## src/design/rcp_pkg.sv

```systemverilog
// Package for the command parser: byte codes, result kinds, error codes,
// parser phase type and the inter-stage struct. No dependencies.
package rcp_pkg;

   localparam logic [7:0] CH_STAR   = 8'h2A;
   localparam logic [7:0] CH_DOLLAR = 8'h24;
   localparam logic [7:0] CH_CR     = 8'h0D;
   localparam logic [7:0] CH_ZERO   = 8'h30;
   localparam logic [7:0] CH_NINE   = 8'h39;

   localparam logic [1:0] KIND_PAYLOAD     = 2'd0;
   localparam logic [1:0] KIND_EMPTY_STR   = 2'd1;
   localparam logic [1:0] KIND_EMPTY_ARRAY = 2'd2;
   localparam logic [1:0] KIND_ERROR       = 2'd3;

   localparam logic [2:0] ERR_NO_STAR    = 3'd0;
   localparam logic [2:0] ERR_NO_DOLLAR  = 3'd1;
   localparam logic [2:0] ERR_BAD_DIGIT  = 3'd2;
   localparam logic [2:0] ERR_COUNT_BIG  = 3'd3;
   localparam logic [2:0] ERR_LENGTH_BIG = 3'd4;

   typedef enum logic [3:0] {
      PH_IDLE       = 4'd0,
      PH_RESYNC     = 4'd1,
      PH_COUNT      = 4'd2,
      PH_SKIP_COUNT = 4'd3,
      PH_DOLLAR     = 4'd4,
      PH_LEN        = 4'd5,
      PH_SKIP_LEN   = 4'd6,
      PH_PAYLOAD    = 4'd7,
      PH_TRAIL1     = 4'd8,
      PH_TRAIL2     = 4'd9
   } phase_type;

   // Held byte handed from the input register to the parser
   typedef struct packed {
      logic       valid;
      logic [7:0] data;
   } stage_type;

endpackage

```

## src/design/rcp_req_if.sv

```systemverilog
// Input channel interface: valid/ready handshake carrying one stream byte.
// Depends on nothing.
interface rcp_req_if;
   logic       valid;
   logic       ready;
   logic [7:0] stream_byte;

   modport source (output valid, output stream_byte, input ready);
   modport sink   (input valid, input stream_byte, output ready);
endinterface

```

## src/design/rcp_rsp_if.sv

```systemverilog
// Result channel interface: valid/ready handshake carrying one parser result.
// Depends on nothing.
interface rcp_rsp_if;
   logic        valid;
   logic        ready;
   logic [1:0]  kind;
   logic [7:0]  payload_byte;
   logic [7:0]  element_index;
   logic [15:0] element_length;
   logic        last_in_element;
   logic        last_in_command;
   logic [2:0]  error_code;

   modport source (output valid, output kind, output payload_byte, output element_index,
                   output element_length, output last_in_element, output last_in_command,
                   output error_code, input ready);
   modport sink   (input valid, input kind, input payload_byte, input element_index,
                   input element_length, input last_in_element, input last_in_command,
                   input error_code, output ready);
endinterface

```

## src/design/resp_command_parser.sv

```systemverilog
// Top level of the command parser: input register feeding the parser core.
// Depends on rcp_pkg, rcp_req_if, rcp_rsp_if, rcp_input_stage, rcp_parse_core.
//
// Parses a byte stream holding arrays of bulk strings and gives one result per payload
// byte, per empty string or empty array, and per format error; after an error it drops
// bytes until the next '*'. It takes one byte every clock cycle unless stalled. A byte is captured
// by the input register and parsed from there into the result register once that register is
// empty or its result is being transferred. Input stalls only while the input register holds a
// byte and the result register holds a result that has not yet been transferred.
module resp_command_parser
   import rcp_pkg::*;
#(
   parameter int MAX_ELEMENTS      = 255,
   parameter int MAX_STRING_LENGTH = 65535
) (
   input  logic      clock,
   input  logic      reset,
   rcp_req_if.sink   req_ch,
   rcp_rsp_if.source rsp_ch
);

   stage_type stage;
   logic      advance;

   rcp_input_stage u_input (
      .clock   (clock),
      .reset   (reset),
      .req     (req_ch),
      .advance (advance),
      .stage   (stage)
   );

   rcp_parse_core #(
      .MAX_ELEMENTS      (MAX_ELEMENTS),
      .MAX_STRING_LENGTH (MAX_STRING_LENGTH)
   ) u_core (
      .clock   (clock),
      .reset   (reset),
      .stage   (stage),
      .advance (advance),
      .rsp     (rsp_ch)
   );

endmodule

```

## src/design/rcp_input_stage.sv

```systemverilog
// Input register of the command parser: captures one byte per transfer.
// Depends on rcp_pkg and rcp_req_if.
module rcp_input_stage
   import rcp_pkg::*;
(
   input  logic      clock,
   input  logic      reset,
   rcp_req_if.sink   req,
   input  logic      advance,
   output stage_type stage
);

   logic       valid_ff, valid_in;
   logic [7:0] data_ff, data_in;
   logic       take;

   assign req.ready = !valid_ff || advance;
   assign take      = req.valid && req.ready;

   always_comb begin
      valid_in = valid_ff;
      data_in  = data_ff;
      if (take) begin
         valid_in = 1'b1;
         data_in  = req.stream_byte;
      end else if (advance) begin
         valid_in = 1'b0;
      end
   end

   always_ff @(posedge clock) begin
      if (reset) begin
         valid_ff <= 1'b0;
      end else begin
         valid_ff <= valid_in;
      end
      data_ff <= data_in;
   end

   assign stage.valid = valid_ff;
   assign stage.data  = data_ff;

endmodule

```

## src/design/rcp_parse_core.sv

```systemverilog
// Parser state machine and result register of the command parser.
// Depends on rcp_pkg and rcp_rsp_if.
module rcp_parse_core
   import rcp_pkg::*;
#(
   parameter int MAX_ELEMENTS      = 255,
   parameter int MAX_STRING_LENGTH = 65535
) (
   input  logic      clock,
   input  logic      reset,
   input  stage_type stage,
   output logic      advance,
   rcp_rsp_if.source rsp
);

   localparam int EW = $clog2(MAX_ELEMENTS + 1);
   localparam int LW = $clog2(MAX_STRING_LENGTH + 1);
   localparam int AW = (EW > LW) ? EW : LW;
   localparam int VW = AW + 4;
   localparam logic [VW-1:0] COUNT_LIMIT  = VW'(MAX_ELEMENTS);
   localparam logic [VW-1:0] LENGTH_LIMIT = VW'(MAX_STRING_LENGTH);

   phase_type   phase_ff, phase_in;
   logic [AW-1:0] acc_ff, acc_in;
   logic [EW-1:0] left_ff, left_in;
   logic [EW-1:0] cur_ff, cur_in;
   logic [LW-1:0] slen_ff, slen_in;
   logic [LW-1:0] bleft_ff, bleft_in;

   logic        valid_ff, valid_in;
   logic [1:0]  kind_ff, kind_in;
   logic [7:0]  byte_ff, byte_in;
   logic [7:0]  index_ff, index_in;
   logic [15:0] length_ff, length_in;
   logic        lel_ff, lel_in;
   logic        lcmd_ff, lcmd_in;
   logic [2:0]  err_ff, err_in;
   logic        emit;

   logic [7:0]    b;
   logic          is_digit;
   logic [3:0]    digit;
   logic [VW-1:0] acc_wide, acc_next;
   logic          acc_zero;
   logic [LW-1:0] bleft_dec;
   logic [EW-1:0] left_dec;
   logic          last_elem;

   assign advance = stage.valid && (!valid_ff || rsp.ready);

   assign b         = stage.data;
   assign is_digit  = (b >= CH_ZERO) && (b <= CH_NINE);
   assign digit     = 4'(b - CH_ZERO);
   assign acc_wide  = VW'(acc_ff);
   assign acc_next  = (acc_wide << 3) + (acc_wide << 1) + VW'(digit);
   assign acc_zero  = (acc_ff == '0);
   assign bleft_dec = (bleft_ff != '0) ? bleft_ff - LW'(1) : bleft_ff;
   assign left_dec  = (left_ff != '0) ? left_ff - EW'(1) : left_ff;
   assign last_elem = (left_ff == EW'(1));

   // next phase
   always_comb begin
      phase_in = phase_ff;
      if (advance) begin
         unique case (phase_ff)
            PH_RESYNC: begin
               if (b == CH_STAR) phase_in = PH_COUNT;
            end
            PH_COUNT: begin
               if (b == CH_CR) phase_in = PH_SKIP_COUNT;
               else if (!is_digit || acc_next > COUNT_LIMIT) phase_in = PH_RESYNC;
            end
            PH_SKIP_COUNT: phase_in = (left_ff == '0) ? PH_IDLE : PH_DOLLAR;
            PH_DOLLAR:     phase_in = (b == CH_DOLLAR) ? PH_LEN : PH_RESYNC;
            PH_LEN: begin
               if (b == CH_CR) phase_in = PH_SKIP_LEN;
               else if (!is_digit || acc_next > LENGTH_LIMIT) phase_in = PH_RESYNC;
            end
            PH_SKIP_LEN: phase_in = (bleft_ff == '0) ? PH_TRAIL1 : PH_PAYLOAD;
            PH_PAYLOAD: begin
               if (bleft_dec == '0) phase_in = PH_TRAIL1;
            end
            PH_TRAIL1: phase_in = PH_TRAIL2;
            PH_TRAIL2: phase_in = (left_dec == '0) ? PH_IDLE : PH_DOLLAR;
            default:   phase_in = (b == CH_STAR) ? PH_COUNT : PH_RESYNC;
         endcase
      end
   end

   // counters and result
   always_comb begin
      acc_in    = acc_ff;
      left_in   = left_ff;
      cur_in    = cur_ff;
      slen_in   = slen_ff;
      bleft_in  = bleft_ff;
      emit      = 1'b0;
      kind_in   = KIND_ERROR;
      byte_in   = '0;
      index_in  = '0;
      length_in = '0;
      lel_in    = 1'b0;
      lcmd_in   = 1'b0;
      err_in    = ERR_NO_STAR;
      if (advance) begin
         unique case (phase_ff)
            PH_RESYNC: begin
               if (b == CH_STAR) acc_in = '0;
            end
            PH_COUNT: begin
               if (b == CH_CR) begin
                  left_in = EW'(acc_ff);
                  cur_in  = '0;
                  acc_in  = '0;
                  if (acc_zero) begin
                     emit    = 1'b1;
                     kind_in = KIND_EMPTY_ARRAY;
                     lcmd_in = 1'b1;
                  end
               end else if (!is_digit) begin
                  emit   = 1'b1;
                  err_in = ERR_BAD_DIGIT;
                  acc_in = '0;
               end else if (acc_next > COUNT_LIMIT) begin
                  emit   = 1'b1;
                  err_in = ERR_COUNT_BIG;
                  acc_in = '0;
               end else begin
                  acc_in = AW'(acc_next);
               end
            end
            PH_SKIP_COUNT: ;
            PH_DOLLAR: begin
               acc_in = '0;
               if (b != CH_DOLLAR) begin
                  emit   = 1'b1;
                  err_in = ERR_NO_DOLLAR;
               end
            end
            PH_LEN: begin
               if (b == CH_CR) begin
                  slen_in  = LW'(acc_ff);
                  bleft_in = LW'(acc_ff);
                  acc_in   = '0;
                  if (acc_zero) begin
                     emit     = 1'b1;
                     kind_in  = KIND_EMPTY_STR;
                     index_in = 8'(cur_ff);
                     lel_in   = 1'b1;
                     lcmd_in  = last_elem;
                  end
               end else if (!is_digit) begin
                  emit   = 1'b1;
                  err_in = ERR_BAD_DIGIT;
                  acc_in = '0;
               end else if (acc_next > LENGTH_LIMIT) begin
                  emit   = 1'b1;
                  err_in = ERR_LENGTH_BIG;
                  acc_in = '0;
               end else begin
                  acc_in = AW'(acc_next);
               end
            end
            PH_SKIP_LEN: ;
            PH_PAYLOAD: begin
               bleft_in  = bleft_dec;
               emit      = 1'b1;
               kind_in   = KIND_PAYLOAD;
               byte_in   = b;
               index_in  = 8'(cur_ff);
               length_in = 16'(slen_ff);
               lel_in    = (bleft_dec == '0);
               lcmd_in   = (bleft_dec == '0) && last_elem;
            end
            PH_TRAIL1: ;
            PH_TRAIL2: begin
               left_in = left_dec;
               cur_in  = cur_ff + EW'(1);
            end
            default: begin
               acc_in = '0;
               // stray byte while waiting for a command
               if (b != CH_STAR) emit = 1'b1;
            end
         endcase
      end
   end

   always_comb begin
      valid_in = valid_ff;
      if (advance) valid_in = emit;
      else if (rsp.ready) valid_in = 1'b0;
   end

   always_ff @(posedge clock) begin
      if (reset) begin
         phase_ff <= PH_IDLE;
         acc_ff   <= '0;
         left_ff  <= '0;
         cur_ff   <= '0;
         slen_ff  <= '0;
         bleft_ff <= '0;
         valid_ff <= 1'b0;
      end else begin
         phase_ff <= phase_in;
         acc_ff   <= acc_in;
         left_ff  <= left_in;
         cur_ff   <= cur_in;
         slen_ff  <= slen_in;
         bleft_ff <= bleft_in;
         valid_ff <= valid_in;
      end
      if (advance && emit) begin
         kind_ff   <= kind_in;
         byte_ff   <= byte_in;
         index_ff  <= index_in;
         length_ff <= length_in;
         lel_ff    <= lel_in;
         lcmd_ff   <= lcmd_in;
         err_ff    <= err_in;
      end
   end

   assign rsp.valid           = valid_ff;
   assign rsp.kind            = kind_ff;
   assign rsp.payload_byte    = byte_ff;
   assign rsp.element_index   = index_ff;
   assign rsp.element_length  = length_ff;
   assign rsp.last_in_element = lel_ff;
   assign rsp.last_in_command = lcmd_ff;
   assign rsp.error_code      = err_ff;

endmodule

```

## src/flat_wrapper.sv

```systemverilog
// flat-port wrapper written by rule: the top's interface ports become plain ports
module resp_command_parser_flat import rcp_pkg::*;
#(
   parameter int MAX_ELEMENTS      = 255,
   parameter int MAX_STRING_LENGTH = 65535
)
  (clock, reset, req_ch_valid, req_ch_stream_byte, req_ch_ready, rsp_ch_valid, rsp_ch_kind, rsp_ch_payload_byte, rsp_ch_element_index, rsp_ch_element_length, rsp_ch_last_in_element, rsp_ch_last_in_command, rsp_ch_error_code, rsp_ch_ready);
  rcp_req_if req_ch_i ();
  rcp_rsp_if rsp_ch_i ();
  input  logic clock;
  input  logic reset;
  input wire logic [$bits(req_ch_i.valid)-1:0] req_ch_valid;
  input wire logic [$bits(req_ch_i.stream_byte)-1:0] req_ch_stream_byte;
  output wire logic [$bits(req_ch_i.ready)-1:0] req_ch_ready;
  output wire logic [$bits(rsp_ch_i.valid)-1:0] rsp_ch_valid;
  output wire logic [$bits(rsp_ch_i.kind)-1:0] rsp_ch_kind;
  output wire logic [$bits(rsp_ch_i.payload_byte)-1:0] rsp_ch_payload_byte;
  output wire logic [$bits(rsp_ch_i.element_index)-1:0] rsp_ch_element_index;
  output wire logic [$bits(rsp_ch_i.element_length)-1:0] rsp_ch_element_length;
  output wire logic [$bits(rsp_ch_i.last_in_element)-1:0] rsp_ch_last_in_element;
  output wire logic [$bits(rsp_ch_i.last_in_command)-1:0] rsp_ch_last_in_command;
  output wire logic [$bits(rsp_ch_i.error_code)-1:0] rsp_ch_error_code;
  input wire logic [$bits(rsp_ch_i.ready)-1:0] rsp_ch_ready;
  assign req_ch_i.valid = req_ch_valid;
  assign req_ch_i.stream_byte = req_ch_stream_byte;
  assign req_ch_ready = req_ch_i.ready;
  assign rsp_ch_valid = rsp_ch_i.valid;
  assign rsp_ch_kind = rsp_ch_i.kind;
  assign rsp_ch_payload_byte = rsp_ch_i.payload_byte;
  assign rsp_ch_element_index = rsp_ch_i.element_index;
  assign rsp_ch_element_length = rsp_ch_i.element_length;
  assign rsp_ch_last_in_element = rsp_ch_i.last_in_element;
  assign rsp_ch_last_in_command = rsp_ch_i.last_in_command;
  assign rsp_ch_error_code = rsp_ch_i.error_code;
  assign rsp_ch_i.ready = rsp_ch_ready;
  resp_command_parser #(.MAX_ELEMENTS(MAX_ELEMENTS), .MAX_STRING_LENGTH(MAX_STRING_LENGTH)) u_core (.clock(clock), .reset(reset), .req_ch(req_ch_i), .rsp_ch(rsp_ch_i));
endmodule
```

## config.mk

```make
export PLATFORM = sky130hd
export DESIGN_NAME = resp_command_parser_flat
export DESIGN_NICKNAME = d
export VERILOG_FILES = /design/src/design/rcp_pkg.sv /design/src/design/rcp_req_if.sv /design/src/design/rcp_rsp_if.sv /design/src/design/resp_command_parser.sv /design/src/design/rcp_input_stage.sv /design/src/design/rcp_parse_core.sv /design/src/flat_wrapper.sv
export SDC_FILE = /design/constraint.sdc
export NUM_CORES = 1
export LEC_CHECK = 0
export BUFFER_PORTS_ARGS = -buffer_cell sky130_fd_sc_hd__buf_2
export CORE_UTILIZATION = 35
export DETAILED_ROUTE_END_ITERATION = 16
export PLACE_DENSITY = 0.55
export REMOVE_ABC_BUFFERS = 1
export SLEW_MARGIN = 25
export SYNTH_ARGS = -nofsm -noshare
export SYNTH_HDL_FRONTEND = slang
export SYNTH_SLANG_ARGS = --single-unit
```

## constraint.sdc

```tcl
create_clock -name clock -period 8.76 [get_ports clock]
set_input_delay 0.876 -clock clock [delete_from_list [all_inputs] [get_ports clock]]
set_output_delay 0.876 -clock clock [all_outputs]
set_load 0.02 [all_outputs]
```

# Word level (Yosys, flattened, before mapping)

Cells that the tools add are included.

Add/subtract/negate cells: 6
Magnitude comparators: 4
Eq/ne operators: 21
Multiplexer cells: 64
Bitwise logic cells: 1
Reduce and logical (&&, ||, !) cells: 31

Operator list:

| operator                | count |
|---|---|
| $mux W16                | 9 |
| $pmux W16 S4            | 1 |
| $logic_not A16 Y1       | 3 |
| $pmux W8 S2             | 3 |
| $mux W8                 | 5 |
| $pmux W4 S9             | 1 |
| $pmux W16 S2            | 1 |
| $mux W4                 | 7 |
| $add A19 B17 Y20        | 1 |
| $add A20 B4 Y20         | 1 |
| $gt A20 B16 Y1 const B  | 1 |
| $gt A20 B8 Y1 const B   | 1 |
| $mux W1                 | 20 |
| $mux W3                 | 6 |
| $eq A4 B3 Y1 const B    | 4 |
| $eq A8 B6 Y1 const B    | 2 |
| $logic_not A8 Y1        | 2 |
| $ne A8 B6 Y1 const B    | 2 |
| $reduce_bool A16 Y1     | 1 |
| $sub A16 B1 Y16 const B | 1 |
| $mux W2                 | 6 |
| $reduce_and A3 Y1       | 4 |
| $reduce_or A5 Y1        | 2 |
| $pmux W3 S3             | 1 |
| 24 further kinds        | 42 |

Register bits after elaboration: 117
Input port bits: 12
Output and inout bits: 41
Logic and storage cells: 143

# Logic depth before layout (Yosys ltp)

Word-level depth: 9
Mapped depth: 14
Gate-level depth less buffers: 13

# By module

Synthesis repeated with hierarchy kept, for this count alone.

Cell total of the unflattened synthesis: 792
Area total of the unflattened synthesis: 7088.0 um2

By module, submodules not included:

| module          | instances | cells an instance | area an instance (um2) |
|---|---|---|---|
| rcp_parse_core  | 1         | 778               | 6785.3 |
| rcp_input_stage | 1         | 14                | 302.8 |

# Least setup slack after synthesis

No wires, ideal clock.

Path type: reg-to-reg
From: register u_core.u_input.data_ff[3]
To: register u_core.u_core.index_ff[0], in the netlist u_core.u_core.rsp.element_index[0] (enable)
Setup time: 0.484 ns
Arrival time: 5.517 ns
Required time: 8.276 ns
Slack: 2.759 ns
Cell stages (with the launch flop): 14
Path buffers: 0
Period minus slack after synthesis: 6.001 ns
Path through: edfxtp_1 > inv_1 > fa_1 > inv_1 > fa_1 > a211oi_1 > o211a_1 > o31ai_2 > a21bo_2 > xnor2_1 > nor4_1 > a21oi_1 > nor3b_1 > nor3_1

Longest elaborated chain between the ends: 9
Elaborated cells between the ends (all ways): 21
Classes of those cells: add/sub: 2; order compare: 4; eq/ne: 3; mux: 10; reduce/logical: 2

Ends and longest elaborated chain:

| element                                                | RTL line                                     | RTL |
|---|---|---|
| start, declared                                        | rcp_input_stage.sv:14                        | `logic [7:0] data_ff, data_in;` |
| start signal, assigned                                 | rcp_input_stage.sv:37                        | `data_ff <= data_in;` |
| $sub A4 B1 Y4                                          | rcp_parse_core.sv:53                         | `assign digit = 4'(b - CH_ZERO);` |
| $add A20 B4 Y20                                        | rcp_parse_core.sv:55                         | `assign acc_next = (acc_wide << 3) + (acc_wide << 1) + VW'(digit);` |
| $gt A20 B16 Y1 / $gt A20 B8 Y1 (equally long branches) | rcp_parse_core.sv:156, rcp_parse_core.sv:124 |  |
| $mux W1, on equally long branches                      | rcp_parse_core.sv:156, rcp_parse_core.sv:124 |  |
| $mux W1, on equally long branches                      | rcp_parse_core.sv:152, rcp_parse_core.sv:120 |  |
| $mux W1, on equally long branches                      | rcp_parse_core.sv:141, rcp_parse_core.sv:111 |  |
| $pmux W1 S5 *                                          | rcp_parse_core.sv:106                        | `unique case (phase_ff)` |
| $mux W1 *                                              | rcp_parse_core.sv:105                        | `if (advance) begin` |
| $logic_and A1 B1 Y1 *                                  | rcp_parse_core.sv:213                        | `if (advance && emit) begin` |
| end signal, assigned                                   | rcp_parse_core.sv:216                        | `index_ff <= index_in;` |
| end, declared                                          | rcp_parse_core.sv:33                         | `logic [7:0] index_ff, index_in;` |

Every way passes the cells marked *; elsewhere a longest branch is shown, timed or not.
A chain may end at the register's enable or synchronous reset.

# Final worst setup path

From: register u_core.u_input.data_ff[3]
To: register u_core.u_core.kind_ff[1], in the netlist u_core.u_core.rsp.kind[1] (enable)

Longest elaborated chain between the ends: 9
Elaborated cells between the ends (all ways): 21
Classes of those cells: add/sub: 2; order compare: 4; eq/ne: 3; mux: 10; reduce/logical: 2

Ends and longest elaborated chain:

| element                                                | RTL line                                     | RTL |
|---|---|---|
| $sub A4 B1 Y4                                          | rcp_parse_core.sv:53                         |  |
| $add A20 B4 Y20                                        | rcp_parse_core.sv:55                         |  |
| $gt A20 B16 Y1 / $gt A20 B8 Y1 (equally long branches) | rcp_parse_core.sv:156, rcp_parse_core.sv:124 |  |
| $mux W1, on equally long branches                      | rcp_parse_core.sv:156, rcp_parse_core.sv:124 |  |
| $mux W1, on equally long branches                      | rcp_parse_core.sv:152, rcp_parse_core.sv:120 |  |
| $mux W1, on equally long branches                      | rcp_parse_core.sv:141, rcp_parse_core.sv:111 |  |
| $pmux W1 S5 *                                          | rcp_parse_core.sv:106                        |  |
| $mux W1 *                                              | rcp_parse_core.sv:105                        |  |
| $logic_and A1 B1 Y1 *                                  | rcp_parse_core.sv:213                        |  |
| end signal, assigned                                   | rcp_parse_core.sv:214                        | `kind_ff <= kind_in;` |
| end, declared                                          | rcp_parse_core.sv:31                         | `logic [1:0] kind_ff, kind_in;` |

Marks and branches as above.

==> impl_metrics.json <==
{
  "overflow": 0,
  "pre_cts_slack_ns": 4.46,
  "postRouteAntennaNets": 0,
  "status": "completed",
  "cts.sinks": 117,
  "worstPathArrival_ns": 4.52,
  "synth_area_leader_cell": "edfxtp_1",
  "die_y_um": 140,
  "synthTopCellsByArea": "edfxtp_1, dfxtp_1, a21oi_1, ha_1, nand2_1",
  "wire_per_inst_um": 17.4,
  "antenna_found_initial": 0,
  "htree_levels": 4,
  "grt_pass1_wl_um": 29800,
  "grt_max_degree": 42,
  "rows": 50,
  "crit_type": "reg2reg",
  "drt_wl_total_um": 18500,
  "seq_area_um2": 2810,
  "skew_ns": 0.0115,
  "finalHoldViolCount": 0,
  "synth_top_cell_area_share_pct": 21.1,
  "max_slew_margin_pct": 35.3,
  "via_count": 5985,
  "p_leak_uw": 0.00308,
  "finalNetCount": 867,
  "yosys_warnings": 0,
  "synth_edf_count": 47,
  "synthArstFlopShare_pct": 0,
  "portBuffers": 52,
  "syn_area_um2": 6700,
  "powerDensity_nw_per_um2": 179,
  "cts_tree": "done",
  "drc_errors": 0,
  "period_needed_ns": 4.40,
  "postSynthAreaPerCell_um2": 8.59,
  "num_antenna_cells": 0,
  "synthTopCellsByCount": "nand2_1, a21oi_1, dfxtp_1",
  "max-clock-path-buffers": 2,
  "first_iter_violations": 514,
  "cts-root-buf": "clkbuf_16",
  "synth_ff_type": "dfxtp_1",
  "startpoint_type": "register",
  "synth_cell_types": 67,
  "rsz0062_at_grt": "false",
  "finalSetupViolCount": 0,
  "clk_pin_slew_ns": 0.06,
  "viasPerCell": 5.62,
  "layout_setup_ws_ns": 4.36,
  "area_delta_synth_final_pct": 15.9,
  "ir_worst_vdd_v": 0.000104,
  "place_congestion": 0.899,
  "die_area_um2": 19700,
  "hold_buffers": 0,
  "synth.most_common_cell": "nand2_1",
  "max_freq_mhz": 227,
  "ys_seq_area_share_pct": 42.0,
  "ys_ff_latch": 117,
  "cts_buffers": 17,
  "grt_pass1_vias": 5553,
  "insertion_delay_ns": 0.42,
  "tns_ns": 0,
  "slew_viol_final": 0,
  "drive_above_1_share_pct": 12.5,
  "finish.utilization_pct": 41.5,
  "io_pins": 53,
  "syn_inst": 780,
  "fin_crit_sh_pct": 50.2,
  "max-cap-violations": 0,
  "multi_input_area_um2": 3680,
  "critical_path_required_ns": 8.88,
  "initial_core_util_pct": 35.8,
  "cts_resized": 0,
  "fill_cells": 1861,
  "hold_class": "reg2reg",
  "end_kind": "register",
  "drt_pass1_iterations": 5,
  "core_um2": 18700,
  "design_area_um2": 7760,
  "hpwl_um": 12700,
  "worst_slew_pin_slew_ns": 0.968,
  "cp_max_fo": 39,
  "grt_usage_pct": 19.4,
  "dieWidth_um": 140,
  "postPlaceCellArea_um2": 7160,
  "postCtsSetupBuffers": 0
}
kinds of logic (layout without fill, tap and decap cells):
logic type	Yosys count	in the layout	synth area share [%]
compound gates	210	210	19.7
fa+ha+maj	37	37	7.13
mux	5	5	0.821
xor+xnor	21	21	2.74
simple gates	332	332	24.2
buf+inv	58	109	3.40
flops	117	117	42.0
through the flow:
step                      cells  power (µW)  hold slack, ns
after CTS                  1065        1400           0.447
final                      1065        1390           0.445
after global routing       1065        1430           0.469
after detailed placement   1033         677           0.440
after global placement     1033         678           0.436
after floorplan             741         645           0.421
worst max-delay path, cell delays in order, from the launching register on:
cell	delay, ns
edfxtp_1	0.38
inv_1	0.15
fa_1	0.56
inv_1	0.07
fa_1	0.48
a211oi_1	0.34
o211a_1	0.26
o31ai_2	0.11
xor2_1	0.18
or4b_4	0.53
nor2_1	0.24
a21oi_1	0.13
nor3b_1	0.26
nor3_2	0.07
buf_4	0.30
registers in the layout, summed over array words and instances (netlist names), 3 cells and up:
name / cells
u_core.u_core.cur_ff: 8
u_core.u_core.bleft_ff: 16
u_core.u_core.left_ff: 8
u_core.u_input.data_ff: 8
u_core.u_core.rsp.element_index: 8
u_core.u_core.rsp.error_code: 3
u_core.u_core.rsp.element_length: 16
u_core.u_core.acc_ff: 16
u_core.u_core.slen_ff: 16
u_core.u_core.rsp.payload_byte: 8
u_core.u_core.phase_ff: 4
layout by cell type (no fill, tap or decap), drive strengths merged, types with 7 or more instances in the layout:
master  count
xor2       12
nand3      27
inv        22
a22oi       7
buf        58
and3       31
o21ai      34
clkbuf     18
a21oi      91
a211oi     11
and2       14
nor3       29
nor4       13
edfxtp     47
nor2       67
nand2     109
a31oi       9
nand4       8
xnor2       9
dfxtp      70
ha         35
o211ai      8
metal layers:
metal	vias to the layer above	track usage, %	wire (µm)
met5	-	0	0
met4	0	7.11	278
met3	23	3.83	935
met2	176	30.1	8220
met1	2827	26.6	9110
li1	2959	-	-
where the power goes:
group	leakage, µW	internal [µW]	switching (µW)
clock	0.000291	450	274
combinational	0.00178	20.8	53.6
sequential	0.00101	581	9.87
final timing paths:
check                                                from                        end  slack (ns)  depth (start not counted)
worst max-delay path            u_core.u_input.data_ff[3]  u_core.u_core.rsp.kind[1]        4.36                         14
worst min-delay path             u_core.u_core.slen_ff[9]   u_core.u_core.slen_ff[9]        0.44                          2
worst max register to register  u_core.u_input.data_ff[3]  u_core.u_core.rsp.kind[1]        4.36                         14
worst min register to register   u_core.u_core.slen_ff[9]   u_core.u_core.slen_ff[9]        0.44                          2
area by class of cell:
class,instances,share of cell area [%]
Clock buffer,18,5.53
Clock inverter,14,2.27
Multi-Input combinational cell,605,47.4
Timing Repair Buffer,58,3.93
Tap cell,234,3.77
Inverter,19,0.918
Sequential cell,117,36.2
(Power assumes the default switching activity.)
